File: config.mk
export PLATFORM = sky130hd
export DESIGN_NAME = serial_message_deframer_unit
export DESIGN_NICKNAME = d
export VERILOG_FILES = /design/src/rtl/core/sdf_pkg.sv /design/src/rtl/core/sdf_in_stage.sv /design/src/rtl/core/sdf_core.sv /design/src/rtl/core/sdf_out_stage.sv /design/src/rtl/core/serial_message_deframer_unit.sv
export SDC_FILE = /design/constraint.sdc
export NUM_CORES = 1
export LEC_CHECK = 0
export BUFFER_PORTS_ARGS = -buffer_cell sky130_fd_sc_hd__buf_2
export CORE_ASPECT_RATIO = 0.8
export CORE_UTILIZATION = 40
export CTS_CLUSTER_DIAMETER = 200
export DETAILED_ROUTE_END_ITERATION = 12
export GPL_TIMING_DRIVEN = 0
export PLACE_DENSITY = 0.57
export SETUP_SLACK_MARGIN = 0.4
export SYNTH_ARGS = -nofsm -noshare
export SYNTH_HDL_FRONTEND = slang
export SYNTH_SLANG_ARGS = --single-unit
File: constraint.sdc
create_clock -name clk_i -period 13.8 [get_ports clk_i]
set_input_delay 2.07 -clock clk_i [delete_from_list [all_inputs] [get_ports clk_i]]
set_output_delay 2.07 -clock clk_i [all_outputs]
set_load 0.01 [all_outputs]
File: src/rtl/core/sdf_pkg.sv
// ----------------------------------------------------------------------------
// Serial message deframer package
// Shared request/result types, opcode and status codes, default parameters.
// ----------------------------------------------------------------------------
package sdf_pkg;

  // default sizing of the header checks
  localparam int unsigned MaxLenDefault   = 256;
  localparam int unsigned NumTypesDefault = 4;

  localparam int unsigned LenW  = 14;
  localparam int unsigned FldW  = 7;
  localparam int unsigned TickW = 32;

  localparam logic [7:0] StartByte = 8'hA5;

  // request opcodes
  localparam logic OpByte = 1'b0;
  localparam logic OpTick = 1'b1;

  // closing status codes
  localparam logic [2:0] StOk     = 3'd0;
  localparam logic [2:0] StHuntTo = 3'd1;
  localparam logic [2:0] StMsgTo  = 3'd2;
  localparam logic [2:0] StBadHdr = 3'd3;
  localparam logic [2:0] StBadSum = 3'd4;

  typedef struct packed {
    logic       op;
    logic [7:0] rx_byte;
  } sdf_req_t;

  typedef struct packed {
    logic            byte_valid;
    logic [7:0]      data_byte;
    logic            last;
    logic [2:0]      status;
    logic [FldW-1:0] msg_type;
    logic [FldW-1:0] msg_number;
    logic [LenW-1:0] msg_length;
  } sdf_res_t;

endpackage

File: src/rtl/core/sdf_in_stage.sv
// ----------------------------------------------------------------------------
// Deframer input register
// Holds one request until the core consumes it; refills in the same cycle.
// ----------------------------------------------------------------------------
module sdf_in_stage (
  input  logic              clk_i,
  input  logic              rst_ni,
  input  logic              in_valid_i,
  output logic              in_ready_o,
  input  sdf_pkg::sdf_req_t in_req_i,
  input  logic              advance_i,
  output logic              req_valid_o,
  output sdf_pkg::sdf_req_t req_o
);
  import sdf_pkg::*;

  logic     valid_q, valid_d;
  sdf_req_t req_q;

  assign in_ready_o  = !valid_q || advance_i;
  assign valid_d     = (in_valid_i && in_ready_o) || (valid_q && !advance_i);
  assign req_valid_o = valid_q;
  assign req_o       = req_q;

  always_ff @(posedge clk_i or negedge rst_ni) begin
    if (!rst_ni) begin
      valid_q <= 1'b0;
    end else begin
      valid_q <= valid_d;
    end
  end

  always_ff @(posedge clk_i) begin
    if (in_valid_i && in_ready_o) begin
      req_q <= in_req_i;
    end
  end

endmodule

File: src/rtl/core/sdf_core.sv
// ----------------------------------------------------------------------------
// Deframer core
// Framing state machine: hunt, header, payload, checksum and tick budget.
// ----------------------------------------------------------------------------
module sdf_core #(
  parameter int unsigned MaxLen   = sdf_pkg::MaxLenDefault,
  parameter int unsigned NumTypes = sdf_pkg::NumTypesDefault
) (
  input  logic                     clk_i,
  input  logic                     rst_ni,
  input  logic                     step_i,
  input  sdf_pkg::sdf_req_t        req_i,
  input  logic [sdf_pkg::TickW-1:0] timeout_i,
  output logic                     has_res_o,
  output sdf_pkg::sdf_res_t        res_o
);
  import sdf_pkg::*;

  localparam logic [LenW-1:0] MaxLenC   = LenW'(MaxLen);
  localparam logic [FldW:0]   NumTypesC = (FldW + 1)'(NumTypes);

  typedef enum logic [1:0] {
    PhHunt,
    PhHead,
    PhData
  } phase_e;

  phase_e          phase_q, phase_d;
  logic [2:0]      hidx_q, hidx_d;
  logic [FldW-1:0] exp_q, exp_d;
  logic [FldW-1:0] type_q, type_d;
  logic [FldW-1:0] num_q, num_d;
  logic [LenW-1:0] len_q, len_d;
  logic [LenW-1:0] seen_q, seen_d;
  logic [FldW-1:0] sum_q, sum_d;
  logic [TickW-1:0] tick_q, tick_d;

  logic [FldW-1:0]  v7;
  logic [FldW-1:0]  hdr_sum;
  logic [FldW-1:0]  pay_sum;
  logic [LenW-1:0]  seen_inc;
  logic [TickW-1:0] tick_inc;

  assign v7       = req_i.rx_byte[FldW-1:0];
  assign hdr_sum  = len_q[FldW-1:0] + len_q[LenW-1:FldW] + type_q + v7;
  assign pay_sum  = sum_q + v7;
  assign seen_inc = seen_q + LenW'(1);
  assign tick_inc = tick_q + TickW'(1);

  always_comb begin
    phase_d   = phase_q;
    hidx_d    = hidx_q;
    exp_d     = exp_q;
    type_d    = type_q;
    num_d     = num_q;
    len_d     = len_q;
    seen_d    = seen_q;
    sum_d     = sum_q;
    tick_d    = tick_q;
    has_res_o = 1'b0;
    res_o     = '0;

    if (req_i.op == OpTick) begin
      if (timeout_i != '0) begin
        tick_d = tick_inc;
        if (tick_inc >= timeout_i) begin
          has_res_o = 1'b1;
          res_o.last = 1'b1;
          if (phase_q == PhHunt) begin
            res_o.status = StHuntTo;
          end else begin
            res_o.status     = StMsgTo;
            res_o.msg_type   = type_q;
            res_o.msg_number = num_q;
            res_o.msg_length = len_q;
          end
          phase_d = PhHunt;
          hidx_d  = '0;
          tick_d  = '0;
        end
      end
    end else begin
      unique case (phase_q)
        PhHunt: begin
          if (req_i.rx_byte == StartByte) begin
            phase_d = PhHead;
            hidx_d  = '0;
            exp_d   = '0;
            type_d  = '0;
            num_d   = '0;
            len_d   = '0;
            seen_d  = '0;
            sum_d   = '0;
          end
        end
        PhHead: begin
          hidx_d = hidx_q + 3'd1;
          unique case (hidx_q)
            3'd0: exp_d = v7;
            3'd1: len_d = {v7, FldW'(0)};
            3'd2: len_d = {len_q[LenW-1:FldW], v7};
            3'd3: type_d = v7;
            default: begin
              num_d            = v7;
              has_res_o        = 1'b1;
              res_o.last       = 1'b1;
              res_o.msg_type   = type_q;
              res_o.msg_number = v7;
              res_o.msg_length = len_q;
              seen_d           = '0;
              if ({1'b0, type_q} >= NumTypesC || len_q > MaxLenC) begin
                res_o.status = StBadHdr;
                phase_d      = PhHunt;
                hidx_d       = '0;
                tick_d       = '0;
              end else begin
                sum_d = hdr_sum;
                if (len_q == '0) begin
                  res_o.status = (hdr_sum == exp_q) ? StOk : StBadSum;
                  phase_d      = PhHunt;
                  hidx_d       = '0;
                  tick_d       = '0;
                end else begin
                  has_res_o  = 1'b0;
                  res_o.last = 1'b0;
                  phase_d    = PhData;
                end
              end
            end
          endcase
        end
        default: begin
          // payload byte
          sum_d            = pay_sum;
          seen_d           = seen_inc;
          has_res_o        = 1'b1;
          res_o.byte_valid = 1'b1;
          res_o.data_byte  = req_i.rx_byte;
          res_o.msg_type   = type_q;
          res_o.msg_number = num_q;
          res_o.msg_length = len_q;
          if (seen_inc >= len_q) begin
            res_o.last   = 1'b1;
            res_o.status = (pay_sum == exp_q) ? StOk : StBadSum;
            phase_d      = PhHunt;
            hidx_d       = '0;
            tick_d       = '0;
          end
        end
      endcase
    end
  end

  always_ff @(posedge clk_i or negedge rst_ni) begin
    if (!rst_ni) begin
      phase_q <= PhHunt;
      hidx_q  <= '0;
      exp_q   <= '0;
      type_q  <= '0;
      num_q   <= '0;
      len_q   <= '0;
      seen_q  <= '0;
      sum_q   <= '0;
      tick_q  <= '0;
    end else if (step_i) begin
      phase_q <= phase_d;
      hidx_q  <= hidx_d;
      exp_q   <= exp_d;
      type_q  <= type_d;
      num_q   <= num_d;
      len_q   <= len_d;
      seen_q  <= seen_d;
      sum_q   <= sum_d;
      tick_q  <= tick_d;
    end
  end

endmodule

File: src/rtl/core/sdf_out_stage.sv
// ----------------------------------------------------------------------------
// Deframer result register
// Holds one result until the receiver takes it.
// ----------------------------------------------------------------------------
module sdf_out_stage (
  input  logic              clk_i,
  input  logic              rst_ni,
  input  logic              load_i,
  input  sdf_pkg::sdf_res_t res_i,
  output logic              free_o,
  output logic              out_valid_o,
  input  logic              out_ready_i,
  output sdf_pkg::sdf_res_t out_res_o
);
  import sdf_pkg::*;

  logic     valid_q, valid_d;
  sdf_res_t res_q;

  assign free_o      = !valid_q || out_ready_i;
  assign valid_d     = load_i || (valid_q && !out_ready_i);
  assign out_valid_o = valid_q;
  assign out_res_o   = res_q;

  always_ff @(posedge clk_i or negedge rst_ni) begin
    if (!rst_ni) begin
      valid_q <= 1'b0;
    end else begin
      valid_q <= valid_d;
    end
  end

  always_ff @(posedge clk_i) begin
    if (load_i) begin
      res_q <= res_i;
    end
  end

endmodule

File: src/rtl/core/serial_message_deframer_unit.sv
// ----------------------------------------------------------------------------
// Serial message deframer
// Receive side of a start-byte / length / checksum framing.
// ----------------------------------------------------------------------------
// Usage:
//   Input channel (in_valid_i/in_ready_o, in_req_i) carries one request per
//   handshake: a received byte (op = byte) or one timer tick (op = tick).
//   Output channel (out_valid_o/out_ready_i, out_res_o) carries payload bytes
//   and closing status words; a request yields zero or one result.
//   Config: cfg_we_i writes cfg_wdata_i into the tick budget (0 = no timeout).
//   Order: a request is registered in the input register, then its result,
//   if any, is loaded into the result register once that register is free.
//   Throughput: 1 request per cycle while the result register is free; the
//   core's state update between the input and result registers holds while
//   a result is pending.
//   Reset: hunting for the start byte, tick budget 0, both registers empty.
//   Stall: when the receiver holds out_ready_i low with a result pending, the
//   core holds; the input register takes one more request if it is empty,
//   then in_ready_o drops until the result is taken.
// ----------------------------------------------------------------------------
module serial_message_deframer_unit #(
  parameter int unsigned MaxLen   = sdf_pkg::MaxLenDefault,
  parameter int unsigned NumTypes = sdf_pkg::NumTypesDefault
) (
  input  logic                      clk_i,
  input  logic                      rst_ni,
  input  logic                      in_valid_i,
  output logic                      in_ready_o,
  input  sdf_pkg::sdf_req_t         in_req_i,
  output logic                      out_valid_o,
  input  logic                      out_ready_i,
  output sdf_pkg::sdf_res_t         out_res_o,
  input  logic                      cfg_we_i,
  input  logic [sdf_pkg::TickW-1:0] cfg_wdata_i
);
  import sdf_pkg::*;

  logic             req_valid;
  sdf_req_t         req;
  logic             out_free;
  logic             advance;
  logic             has_res;
  sdf_res_t         res;
  logic [TickW-1:0] timeout_q;

  // advance the held request only when the result register can take a result
  assign advance = req_valid && out_free;

  // tick budget register
  always_ff @(posedge clk_i or negedge rst_ni) begin
    if (!rst_ni) begin
      timeout_q <= '0;
    end else if (cfg_we_i) begin
      timeout_q <= cfg_wdata_i;
    end
  end

  sdf_in_stage u_in (
    .clk_i       (clk_i),
    .rst_ni      (rst_ni),
    .in_valid_i  (in_valid_i),
    .in_ready_o  (in_ready_o),
    .in_req_i    (in_req_i),
    .advance_i   (advance),
    .req_valid_o (req_valid),
    .req_o       (req)
  );

  sdf_core #(
    .MaxLen   (MaxLen),
    .NumTypes (NumTypes)
  ) u_core (
    .clk_i     (clk_i),
    .rst_ni    (rst_ni),
    .step_i    (advance),
    .req_i     (req),
    .timeout_i (timeout_q),
    .has_res_o (has_res),
    .res_o     (res)
  );

  // load only requests that produce a result; drop the rest
  sdf_out_stage u_out (
    .clk_i       (clk_i),
    .rst_ni      (rst_ni),
    .load_i      (advance && has_res),
    .res_i       (res),
    .free_o      (out_free),
    .out_valid_o (out_valid_o),
    .out_ready_i (out_ready_i),
    .out_res_o   (out_res_o)
  );

endmodule
Yosys cells after proc, flatten, opt, wreduce, memory -nomap -nowiden:

Cells that the tools add are included.

* bits in registers: 177
* output and inout port bits: 43
* word-level logic and storage cells: 150
* input port bits: 46

* eq/ne operators: 21
* bitwise logic cells: 1
* $lt $le $gt $ge: 4
* reductions and logical operators: 34
* add/sub/neg operators: 7
* mux-type cells: 61

Operator list (number)
* $mux W32: 11
* $pmux W32 S2: 2
* $pmux W14 S2: 3
* $pmux W7 S2: 4
* $mux W7: 6
* $mux W3: 12
* $add A32 B1 Y32 const B: 1
* $ge A32 B32 Y1: 1
* $reduce_bool A32 Y1: 1
* $reduce_and A5 Y1: 6
* $add A7 B7 Y7: 4
* $mux W14: 2
* $mux W28: 1
* $mux W2: 9
* $reduce_and A6 Y1: 3
* $ne A2 B2 Y1 const B: 8
* $add A14 B1 Y14 const B: 1
* $eq A7 B7 Y1: 2
* $ge A14 B14 Y1: 1
* $gt A14 B9 Y1 const B: 1
* $logic_not A14 Y1: 1
* $mux W9: 1
* $ne A3 B3 Y1 const B: 3
* $eq A8 B8 Y1 const B: 1
* other kinds (25): 43

Longest topological paths before layout:

Gate-level depths: netlist of run 1.

* word-level depth: 10
* gate-level depth with buffers: 19
* gate-level depth less buffers: 15

Cells and area by module:

From an unflattened synthesis of run 1, not the netlist that was laid out.

* cell total of the unflattened synthesis: 997
* area, all modules: 10302.4 µm²

By module, submodules not included
* sdf_core: area an instance 7342.0 µm², cells an instance 870, instances 1, sequential area each 2327.2 µm²
* serial_message_deframer_unit: area an instance 1357.6 µm², cells an instance 70, instances 1, sequential area each 800.8 µm²
* sdf_out_stage: area an instance 1278.7 µm², cells an instance 44, instances 1, sequential area each 1256.2 µm²
* sdf_in_stage: area an instance 324.1 µm², cells an instance 13, instances 1, sequential area each 295.3 µm²

Worst setup path after synthesis of run 1:

No wires, ideal clock.

* path kind: reg2reg
* start point: reg u_core.tick_q[18]
* end point: reg u_out.res_q, in the netlist u_out.out_res_o[0], enable pin
* required time: 13347 ps
* path slack: 7773 ps
* cell stages (with the launch flop): 16
* path buffers: 1
* clock period less this slack: 6027 ps
* setup time: 453 ps
* data arrival time: 5574 ps
* cells stage by stage: dfrtp_1 -> nand3_2 -> or4_4 -> nor2_4 -> or4b_1 -> buf_2 -> or3_1 -> nand2_1 -> ha_1 -> nand4_1 -> nor4_1 -> o211ai_1 -> a31oi_1 -> o21ai_0 -> and2_1 -> a21oi_1

* longest elaborated chain between the ends: 6

Ends and longest elaborated chain
* start, declared: RTL line sdf_core.sv:36 `logic [TickW-1:0] tick_q, tick_d;`
* start signal, assigned: RTL line sdf_core.sv:174 `tick_q <= tick_d;`
* $add A32 B1 Y32: RTL line sdf_core.sv:48 `assign tick_inc = tick_q + TickW'(1);`
* $ge A32 B32 Y1: RTL line sdf_core.sv:66 `if (tick_inc >= timeout_i) begin`
* $mux W1: RTL line sdf_core.sv:66
* $mux W1: RTL line sdf_core.sv:64 `if (timeout_i != '0) begin`
* $mux W1: RTL line sdf_core.sv:63 `if (req_i.op == OpTick) begin`
* $logic_and A1 B1 Y1: RTL line serial_message_deframer_unit.sv:86 `.load_i (advance && has_res),`
* named net u_out.load_i: RTL line sdf_out_stage.sv:8 `input logic load_i,`
* end signal, assigned: RTL line sdf_out_stage.sv:35 `res_q <= res_i;`
* end, declared: RTL line sdf_out_stage.sv:18 `sdf_res_t res_q;`

The timed path passes the listed nets, and every way through them passes these cells.
A chain may end at the register's enable or synchronous reset.

Worst setup path after layout of run 1:

* start point: reg u_core.tick_q[0]
* end point: reg u_out.res_q, in the netlist u_out.out_res_o[0], enable pin

Same word-level chain as after synthesis.

==> results of run 1 <==
cell usage after synthesis, drive strengths merged (2+ instances only):
library cell and n:
o32ai 2, nand2 136, nand4 14, clkbuf 30, o41ai 2, or3 2
fa 13, nor4 16, xor2 25, a211oi 4, and3 12, and4 2
a21oi 31, buf 9, a2bb2oi 6, ha 65, edfxtp 50, dfrtp 127
xnor2 42, o21ai 84, or4b 4, inv 86, o22ai 2, a22oi 7
o31ai 7, o21bai 4, or4 3, mux2 12, a31oi 2, o211ai 2
a22o 39, nand2b 9, nor3 9, a221oi 2, a21o 12, nand3 34
and2 2, nor2 74, nor2b 2, mux2i 2
per-stage QoR:
stage	power (mW)	cells	util	cell area [um2]	hold WS (ns)
finish	1.98	1438	0.468	11400	0.484
detailed placement	1.48	1406	0.443	10800	0.474
CTS	1.99	1438	0.468	11400	0.489
floorplan	1.27	998	-	9880	0.451
global route	2.13	1438	0.468	11400	0.519
global placement	1.46	1403	0.441	10700	0.469
state kept, by name, summed over array words and instances, names as in the netlist:
register / count
u_out.out_valid_o: 1
u_core.sum_q: 7
u_out.out_res_o: 41
u_core.num_q: 7
u_core.type_q: 7
u_core.len_q: 14
u_in.req_valid_o: 1
u_core.phase_q: 2
u_core.seen_q: 14
u_core.exp_q: 7
timeout_q: 32
u_core.hidx_q: 3
u_core.tick_q: 32
u_in.req_o: 9
critical path, stage by stage (launching register included):
cell and delay, ns:
dfrtp_1 0.49, ha_1 0.31, nand4_1 0.18, nor2_1 0.55
nand4_1 0.35, nor3_1 0.31, nand2b_1 0.16, nand2_1 0.06
ha_1 0.29, nand4_1 0.13, nor4_1 0.81, o211ai_1 0.19
a31oi_1 0.42, o21ai_0 0.30, and2_1 0.27, a21oi_4 0.49
buf_12 0.26
cell type report:
cell class / count / area (um2) / share of cell area
clock buffers: 17 / 425 / 0.0374
plain buffers: 39 / 174 / 0.0153
repair buffers: 90 / 494 / 0.0434
flip-flops and latches: 177 / 4680 / 0.411
clock inverters: 15 / 179 / 0.0157
well taps: 318 / 398 / 0.0349
multi-input cells: 696 / 4710 / 0.414
inverters: 86 / 323 / 0.0284
metal layers:
| metal | share of wire | up-vias | track usage |
|---|---|---|---|
| li1 | - | 3705 | - |
| met1 | 0.56 | 3629 | 0.332 |
| met2 | 0.39 | 143 | 0.281 |
| met3 | 0.036 | 24 | 0.0334 |
| met4 | 0.012 | 0 | 0.0567 |
| met5 | 0 | - | 0 |
path summary, 6_finish.rpt:
kind,from,to,depth (start not counted)
worst min register to register,u_core.sum_q[2]$_DFFE_PN0P_,u_core.sum_q[2]$_DFFE_PN0P_,2
worst max-delay path,u_core.tick_q[0]$_DFFE_PN0P_,u_out.out_res_o[0]$_DFFE_PP_,16
worst max register to register,u_core.tick_q[0]$_DFFE_PN0P_,u_out.out_res_o[0]$_DFFE_PP_,16
min in group asynchronous,rst_ni,timeout_q[20]$_DFFE_PN0P_,1
max in group asynchronous,rst_ni,u_core.sum_q[0]$_DFFE_PN0P_,2
worst min-delay path,u_core.sum_q[2]$_DFFE_PN0P_,u_core.sum_q[2]$_DFFE_PN0P_,2
power breakdown:
part / switching (mW) / leakage, nW / total, mW / internal [mW]
sequential: 0.0654 / 2.12 / 0.683 / 0.618
clock: 0.218 / 0.298 / 0.505 / 0.287
combinational: 0.460 / 2.80 / 0.796 / 0.336
logic make-up (layout without fill, tap and decap cells):
kind of cell | count (synthesis) | count (layout) | share of synthesized area
AOI/OAI and AO/OA | 214 | 214 | 0.141
muxes | 14 | 14 | 0.0157
DFF | 177 | 177 | 0.474
buffers and inverters | 125 | 247 | 0.0503
and+or+nand+nor | 323 | 323 | 0.152
adders and majority gates | 78 | 78 | 0.109
xor gates and xnor gates | 67 | 67 | 0.0594
==> results.py, run 1 <==
metrics = {
    "global_routing": {
        "grt-ovfl-total": 0,
        "grt_pass1_vias": 7265,
        "grt_pass1_wl_um": 40000,
        "antenna_found_initial": 0,
        "grt_max_degree": 75,
        "grt_usage": 0.207,
    },
    "logic_synthesis": {
        "synth_top_area_frac": 0.322,
        "syn-num-nets": 1122,
        "ys_ff_latch": 177,
        "synth_top_area_cell": "dfrtp_1",
        "synth-main-ff-cell": "dfrtp_1",
        "synth_cell_type_count": 62,
        "syn_area_per_cell_um2": 9.90,
        "synth_edf_count": 50,
        "ys_async_sr_fraction": 0.718,
        "synth_area_leaders": "dfrtp_1, edfxtp_1, ha_1",
        "yosysSeqAreaShare": 0.474,
        "yosys_warnings": 0,
        "syn_area_um2": 9880,
        "syn_inst": 998,
    },
    "route": {
        "wl_per_cell_um": 17.3,
        "via_per_inst": 5.22,
        "via_count": 7501,
        "drc": 0,
        "dr.pass1.iters": 5,
        "routed_wl_um": 24900,
        "drt_iter0_drc": 534,
        "ant_nets": 0,
    },
    "cells_and_area": {
        "mostFrequentLayoutCell": "nand2_1",
        "antennaDiodeCount": 0,
        "fin_nets": 1231,
        "syn_to_final_growth_pct": 15.3,
        "mostFrequentLayoutCells": "nand2_1, dfrtp_1, buf_2, inv_1, o21ai_0",
        "fillers": 2327,
        "layout-drive-gt1-share": 0.139,
    },
    "power": {
        "power_density_nw_per_um2": 174,
        "ir_drop_v": 0.000120,
        "p_leak_nw": 5.22,
    },
    "die": {
        "die_area_um2": 25300,
        "rows": 51,
        "design.core.area_um2": 24300,
        "boundaryPins": 89,
        "fp.dieH_um": 143,
        "start_util": 0.406,
        "die_w_um": 178,
    },
    "worst_setup_path": {
        "crit_fanout": 26,
        "end_kind": "flop",
        "worstSetupPathType": "flop to flop",
        "r2r_setup_slack_ns": 7.88,
        "start_kind": "flop",
        "worstPathRequired_ns": 13.93,
        "worstPathArrival_ns": 6.05,
    },
    "timing": {
        "min_period_ns": 5.92,
        "max_freq_mhz": 169,
        "period_share": 0.429,
        "rsz0062_at_grt": "no",
        "totalNegativeSetupSlack_ns": 0,
        "hold_viol_final": 0,
        "finalSetupViolations": 0,
        "maxSlewHeadroom": 0.264,
        "worst_slack_ns": 7.88,
        "maxSlewViolCount": 0,
        "worstMarginPinSlew_ns": 1.09,
        "clock_skew_ns": 0.0170,
    },
    "outcome": {
        "status": "complete, no violations",
    },
    "clock_network": {
        "cts_buffer_depth": 2,
        "clk_root_buffer_cell": "clkbuf_16",
        "tritoncts": "yes",
        "cts.sinks": 177,
        "h-tree-depth": 4,
        "postCtsSetupBuffers": 0,
        "cts_resized": 0,
        "worstSkewPairLatency_ns": 0.44,
        "clk_pin_slew_ns": 0.07,
        "numCtsBuffers": 17,
        "holdBufCountCts": 0,
    },
    "run": {
        "maxCapViolations": 0,
    },
    "place": {
        "gp_congestion": 0.829,
        "place_ws_ns": 8.03,
        "portBuffers": 87,
        "hpwlAfterDp_um": 18800,
    },
    "hold_path": {
        "hp-class": "flop to flop",
    },
}
No activity file was read; power rests on OpenSTA's default activity.
==> run 2, diff against run 1 <==
--- a/config.mk
+++ b/config.mk
@@ -11,7 +11,7 @@
 export CTS_CLUSTER_DIAMETER = 200
 export DETAILED_ROUTE_END_ITERATION = 12
 export GPL_TIMING_DRIVEN = 0
-export PLACE_DENSITY = 0.57
+export PLACE_DENSITY = 0.6
 export SETUP_SLACK_MARGIN = 0.4
 export SYNTH_ARGS = -nofsm -noshare
 export SYNTH_HDL_FRONTEND = slang
==> constraint.sdc (replaced) <==
create_clock -name clk_i -period 4.7 [get_ports clk_i]
set_input_delay 0.705 -clock clk_i [delete_from_list [all_inputs] [get_ports clk_i]]
set_output_delay 0.705 -clock clk_i [all_outputs]
set_load 0.01 [all_outputs]
==> run 2 against run 1 <==
Register-to-register slack worse by 7.6 ns. Final area is 6.3% higher. Clock power grew to 2.7 times the previous value. Clock-buffer cell count is 3 higher. Largest power group unchanged. Sequential power grew to 2.9 times the previous value. Flip-flop and latch count stayed put. Sequential share of layout area is 2.4 points lower. Non-clock buffer count is 37 higher. Wire length is 3.9% higher. Cell count is 2.8% higher. Critical endpoint is now u_out.out_res_o[9]$_DFFE_PP_.
==> results.py, run 2 (same netlist as run 1, synthesis figures left out) <==
metrics = {
    "worst_setup_path": {
        "cp_top_family": "simple AND/OR/NAND/NOR gates",
        "slowest_stage": "or4b_1",
        "crit_top_cell": "nand4_1",
        "critical_path_depth": 18,
        "worstPathArrival_ns": 4.54,
        "path_buf_inv": 4,
        "startpoint": "u_core.tick_q[10]$_DFFE_PN0P_",
        "worstPathCellList": "and4_4 -> and3_4 -> buf_8 -> nand4_1 -> or4b_1 -> buf_6 -> or3_4 -> nand2_4 -> ha_4 -> nand4_1 -> buf_4 -> nor4_4 -> o211ai_1 -> a31oi_4 -> o21ai_4 -> and2_4 -> a21oi_4 -> clkbuf_16",
        "end_kind": "flop",
        "r2r_setup_slack_ns": 0.31,
        "worstSetupPathType": "flop to flop",
        "cp_slowest_stage_delay_ns": 0.51,
        "r2r_end": "u_out.out_res_o[9]$_DFFE_PP_",
        "start_kind": "flop",
        "r2r-start": "u_core.tick_q[10]$_DFFE_PN0P_",
        "reg2regPathDepth": 18,
        "worstPathRequired_ns": 4.86,
        "crit_fanout": 5,
    },
    "global_routing": {
        "grt_pass1_wl_um": 40900,
        "antenna_found_initial": 0,
        "grt_usage": 0.211,
        "grt_pass1_vias": 7718,
        "grt-ovfl-total": 0,
        "grt_max_degree": 72,
    },
    "die": {
        "fp.dieH_um": 143,
        "start_util": 0.406,
        "rows": 51,
        "design.core.area_um2": 24300,
        "die_area_um2": 25300,
        "die_w_um": 178,
        "boundaryPins": 89,
    },
    "cells_and_area": {
        "final_cell_count_no_fill": 1478,
        "mostFrequentLayoutCell": "nand2_1",
        "antennaDiodeCount": 0,
        "fillers": 2227,
        "syn_to_final_growth_pct": 22.5,
        "layout-drive-gt1-share": 0.205,
        "largest_register_ff_count": 41,
        "fin_nets": 1271,
        "finish.utilization": 0.498,
        "mostFrequentLayoutCells": "nand2_1, dfrtp_1, buf_2, inv_1, o21ai_0",
    },
    "place": {
        "gp_congestion": 0.866,
        "hpwlAfterDp_um": 18300,
        "portBuffers": 87,
        "place_inst": 1404,
    },
    "timing": {
        "rsz0062_at_grt": "yes",
        "worstMarginPinSlew_ns": 1.10,
        "maxSlewViolCount": 0,
        "finalSetupViolations": 0,
        "hold_viol_final": 0,
        "max_freq_mhz": 228,
        "period_share": 0.933,
        "maxSlewHeadroom": 0.257,
        "clock_skew_ns": 0.0102,
        "min_period_ns": 4.39,
    },
    "power": {
        "p_leak_nw": 5.50,
        "power.total_mw": 5.73,
        "ir_drop_v": 0.000343,
        "power_density_nw_per_um2": 474,
    },
    "route": {
        "via_per_inst": 5.29,
        "wl_per_cell_um": 17.5,
        "ant_nets": 0,
        "via_count": 7813,
        "drc": 0,
        "dr.pass1.iters": 7,
        "drt_iter0_drc": 568,
        "routed_wl_um": 25800,
    },
    "clock_network": {
        "h-tree-depth": 4,
        "holdBufCountCts": 0,
        "numCtsBuffers": 17,
        "worstSkewPairLatency_ns": 0.44,
        "clk_root_buffer_cell": "clkbuf_16",
        "clk_pin_slew_ns": 0.07,
        "cts_buffer_depth": 2,
        "tritoncts": "yes",
        "cts.sinks": 177,
    },
    "hold_path": {
        "hp-class": "primary input to async pin",
    },
    "run": {
        "maxCapViolations": 0,
    },
    "outcome": {
        "status": "complete, no violations",
    },
}
run 2: power by group:
part | total (mW) | leakage, nW | switching, mW | internal, mW
clock | 1.38 | 0.261 | 0.633 | 0.746
combinational | 2.35 | 3.13 | 1.33 | 1.02
sequential | 2.00 | 2.12 | 0.188 | 1.81
total | 5.73 | 5.50 | 2.16 | 3.58
run 2: area by class of cell:
cell class / instances / area [um2] / share of cell area
sequential: 177 / 4680 / 0.387
clock inverter: 12 / 109 / 0.00900
clock buffer: 20 / 447 / 0.0369
multi-input combinational: 699 / 5040 / 0.417
timing repair buffer: 127 / 861 / 0.0711
tap: 318 / 398 / 0.0329
inverter: 86 / 323 / 0.0267
buffer: 39 / 240 / 0.0199
run 2: repair_timing:
item / CTS / global route
pin swaps: 11 / 11
gates resized for setup: 48 / 44
setup endpoints to repair: 106 / 109
cloned: 4 / 2
buffers inserted: 20 / 16
run 2: per-stage QoR:
step	hold WS, ns	worst slack [ns]	area, um2	setup TNS (ns)
4_1_cts	0.278	0.346	11800	0
3_5_place_dp	0.472	-0.816	10800	-43.57
3_3_place_gp	0.466	-0.790	10700	-40.07
5_1_grt	0.284	0.191	12100	0
6_report	0.251	0.313	12100	0
2_1_floorplan	0.409	0.359	9910	0
run 2: per-layer routing:
layer  vias up  track usage  part of all wire
li1       3805            -                 -
met1      3820        0.285              0.48
met2       162        0.345              0.47
met3        26       0.0379             0.035
met4         0       0.0639             0.017
met5         -            0                 0
run 2: how the worst max path moves through the flow:
stage	end
finish	u_out.out_res_o[9]$_DFFE_PP_
global placement	u_out.out_res_o[6]$_DFFE_PP_
floorplan	u_out.out_res_o[0]$_DFFE_PP_
CTS	u_core.tick_q[25]$_DFFE_PN0P_
detailed placement	u_out.out_res_o[0]$_DFFE_PP_
global route	u_out.out_res_o[23]$_DFFE_PP_
==> run 3, diff against run 2 <==
--- a/config.mk
+++ b/config.mk
@@ -5,13 +5,14 @@
 export SDC_FILE = /design/constraint.sdc
 export NUM_CORES = 1
 export LEC_CHECK = 0
+export ABC_AREA = 1
 export BUFFER_PORTS_ARGS = -buffer_cell sky130_fd_sc_hd__buf_2
 export CORE_ASPECT_RATIO = 0.8
-export CORE_UTILIZATION = 40
+export CORE_UTILIZATION = 35
 export CTS_CLUSTER_DIAMETER = 200
 export DETAILED_ROUTE_END_ITERATION = 12
 export GPL_TIMING_DRIVEN = 0
-export PLACE_DENSITY = 0.6
+export PLACE_DENSITY = 0.53
 export SETUP_SLACK_MARGIN = 0.4
 export SYNTH_ARGS = -nofsm -noshare
 export SYNTH_HDL_FRONTEND = slang
==> run 3 against run 2 <==
Cell count up 34%. Clock-buffer cell count grew 4. Die area increased by 30%. Non-clock buffer count down 29. Register-to-register slack gained 0.35 ns. Largest power group unchanged. Highest routed layer unchanged.
==> results.py, run 3 <==
metrics = {
    "outcome": {
        "status": "complete, no violations",
    },
    "timing": {
        "worst_slack_ns": 0.659,
        "maxSlewViolCount": 0,
        "max_freq_mhz": 247,
        "finalHoldWorstSlack_ns": 0.220,
        "clock_skew_ns": 0.0128,
        "min_period_ns": 4.04,
        "period_share": 0.860,
        "rsz0062_at_grt": "no",
        "worstMarginPinSlew_ns": 0.700,
        "hold_viol_final": 0,
        "maxSlewHeadroom": 0.533,
        "totalNegativeSetupSlack_ns": 0,
        "finalSetupViolations": 0,
    },
    "logic_synthesis": {
        "yosysSeqAreaShare": 0.415,
        "syn-num-nets": 1564,
        "synth_common_cells": "nand2_1, inv_1, nand3_1, dfrtp_1, nor2_1",
        "yosys_warnings": 0,
        "synth_cell_type_count": 49,
        "yosysMostFrequentCell": "nand2_1",
        "synth-main-ff-cell": "dfrtp_1",
        "ys_ff_latch": 177,
        "syn_area_per_cell_um2": 7.84,
        "syn_inst": 1440,
        "synth_top_area_cell": "dfrtp_1",
        "synth_top_area_frac": 0.282,
        "synth_area_leaders": "dfrtp_1, edfxtp_1, nand2_1",
        "synth_edf_count": 50,
        "ys_async_sr_fraction": 0.718,
        "syn_area_um2": 11300,
    },
    "clock_network": {
        "worstSkewPairLatency_ns": 0.44,
        "holdBufCountCts": 0,
        "clk_root_buffer_cell": "clkbuf_16",
        "cts_buffer_depth": 2,
        "clk_pin_slew_ns": 0.07,
        "numCtsBuffers": 17,
        "cts.sinks": 177,
        "tritoncts": "yes",
        "h-tree-depth": 4,
    },
    "die": {
        "die_area_um2": 33000,
        "design.core.area_um2": 31600,
        "boundaryPins": 89,
        "start_util": 0.357,
        "die_w_um": 203,
        "fp.dieH_um": 163,
        "rows": 58,
    },
    "worst_setup_path": {
        "worstPathRequired_ns": 4.84,
        "start_kind": "flop",
        "crit_top_cell": "nand2_1",
        "path_buf_inv": 3,
        "worstPathArrival_ns": 4.18,
        "worstSetupPathType": "flop to flop",
        "crit_fanout": 24,
        "worstPathCellList": "inv_1 -> nor3_2 -> nand2_1 -> nor2_1 -> nand2_1 -> nor2_2 -> nand3_1 -> nand2_1 -> nand2_1 -> ha_1 -> nand2_1 -> nor3_2 -> nor2b_1 -> nand2_1 -> nand3_1 -> buf_2 -> nand4_1 -> nand2_4 -> buf_16",
        "cp_slowest_stage_delay_ns": 0.42,
        "end_kind": "flop",
        "cp_top_family": "simple AND/OR/NAND/NOR gates",
        "slowest_stage": "dfrtp_1",
    },
    "cells_and_area": {
        "multi_input_area_um2": 5670,
        "mostFrequentLayoutCell": "nand2_1",
        "antennaDiodeCount": 0,
        "mostFrequentLayoutCells": "nand2_1, inv_1, nand3_1, dfrtp_1, nor2_1",
        "syn_to_final_growth_pct": 14.9,
        "fillers": 3284,
        "regArea_um2": 4680,
        "layout-drive-gt1-share": 0.121,
        "largest_register_ff_count": 41,
        "fin_nets": 1673,
    },
    "route": {
        "wl_per_cell_um": 16.5,
        "dr.pass1.iters": 6,
        "ant_nets": 0,
        "via_per_inst": 4.98,
        "routed_wl_um": 32700,
        "drc": 0,
        "drt_iter0_drc": 725,
        "via_count": 9880,
    },
    "place": {
        "gp_congestion": 0.940,
        "hpwlAfterDp_um": 25600,
        "portBuffers": 87,
        "place_ws_ns": 0.237,
    },
    "power": {
        "ir_drop_v": 0.000277,
        "power_density_nw_per_um2": 486,
        "pwr-share-seq": 0.322,
        "p_sw_mw": 2.62,
        "p_sw_frac": 0.417,
        "comb_power_share": 0.436,
        "power_frac_clock": 0.242,
        "power.internal_mw": 3.67,
        "p_leak_nw": 6.33,
    },
    "global_routing": {
        "antenna_found_initial": 2,
        "grt-ovfl-total": 0,
        "grt_max_degree": 78,
        "grt_pass1_wl_um": 52400,
        "grt_usage": 0.207,
        "grtUsageMet3": 0.0344,
        "top_usage_layer": "met2",
        "met1_usage": 0.308,
        "use_met2": 0.308,
        "grt_pass1_vias": 9392,
    },
    "run": {
        "maxCapViolations": 0,
    },
    "hold_path": {
        "hp-class": "primary input to async pin",
    },
}
-- run 3: cell count changes in the layout (fill, tap and decap cells not counted), moves of 18 or more --
cell | before | now
a22o_1 | 39 | 2
buf_4 | 27 | 4
inv_1 | 86 | 169
nand2_1 | 135 | 371
nand3_1 | 32 | 133
nor2_1 | 68 | 120
o21ai_0 | 79 | 108
o21ai_1 | 1 | 19
xnor2_1 | 42 | 11
-- run 3: layout make-up --
cell class | count | share of cell area
sequential | 177 | 0.361
clock buffer | 24 | 0.0379
buffer | 47 | 0.0179
tap | 420 | 0.0405
clock inverter | 8 | 0.00994
timing repair buffer | 90 | 0.0399
multi-input combinational | 1027 | 0.438
inverter | 189 | 0.0551
-- run 3: power groups by stage --
stage	logic [mW]	registers (mW)	clock network, mW
after floorplan	2.02	1.99	0
after global placement	2.68	2.05	0
after detailed placement	2.72	2.05	0
after CTS	2.74	2.02	1.55
after global routing	3.13	2.06	1.61
final	2.75	2.03	1.52
-- run 3: kinds of logic after synthesis --
family	Yosys count	share of synthesized area
XOR/XNOR	45	0.0356
AO/OA/AOI/OAI	190	0.0906
adder cells (fa/ha/maj)	78	0.0951
buffers and inverters	236	0.0838
AND/OR/NAND/NOR	713	0.279
multiplexers	1	0.000998
flip-flops	177	0.415
-- run 3: worst register-to-register path: stages (launching register included) --
cell and delay, ns:
dfrtp_1 0.42, inv_1 0.10, nor3_2 0.18, nand2_1 0.08
nor2_1 0.25, nand2_1 0.18, nor2_2 0.18, nand3_1 0.09
nand2_1 0.06, nand2_1 0.06, ha_1 0.30, nand2_1 0.11
nor3_2 0.33, nor2b_1 0.21, nand2_1 0.10, nand3_1 0.16
buf_2 0.31, nand4_1 0.24, nand2_4 0.19, buf_16 0.18
-- run 3: path summary, 6_finish.rpt --
kind / from / endpoint / slack, ns / depth (start not counted)
worst max-delay path: u_core.tick_q[10]$_DFFE_PN0P_ / u_out.out_res_o[24]$_DFFE_PP_ / 0.66 / 19
worst min-delay path: rst_ni / timeout_q[2]$_DFFE_PN0P_ / 0.22 / 1
worst max register to register: u_core.tick_q[10]$_DFFE_PN0P_ / u_out.out_res_o[24]$_DFFE_PP_ / 0.66 / 19
worst min register to register: u_core.sum_q[3]$_DFFE_PN0P_ / u_core.sum_q[3]$_DFFE_PN0P_ / 0.48 / 2
max in group asynchronous: rst_ni / u_core.tick_q[0]$_DFFE_PN0P_ / 3.69 / 2
min in group clk_i: in_req_i[7] / u_in.req_o[7]$_DFFE_PP_ / 0.45 / 1
-- run 3: stage by stage --
step	util	instance area, um2	cells	power (mW)
after global routing	0.411	13000	1982	6.80
after detailed placement	0.390	12300	1949	4.77
after floorplan	-	11300	1440	4.00
final	0.411	13000	1982	6.29
after global placement	0.388	12200	1947	4.73
after CTS	0.410	12900	1981	6.31
-- run 3: routing by layer --
| metal | vias up | part of all wire |
|---|---|---|
| met2 | 291 | 0.43 |
| met5 | - | 0 |
| met4 | 0 | 0.013 |
| met3 | 30 | 0.057 |
| li1 | 4933 | - |
| met1 | 4626 | 0.50 |
-- run 3: repair_timing --
item,in CTS,in global routing
hold endpoints to repair,0,0
setup endpoints to repair,24,41
gates resized for setup,2,1
buffers inserted,0,1
pin swaps,0,1
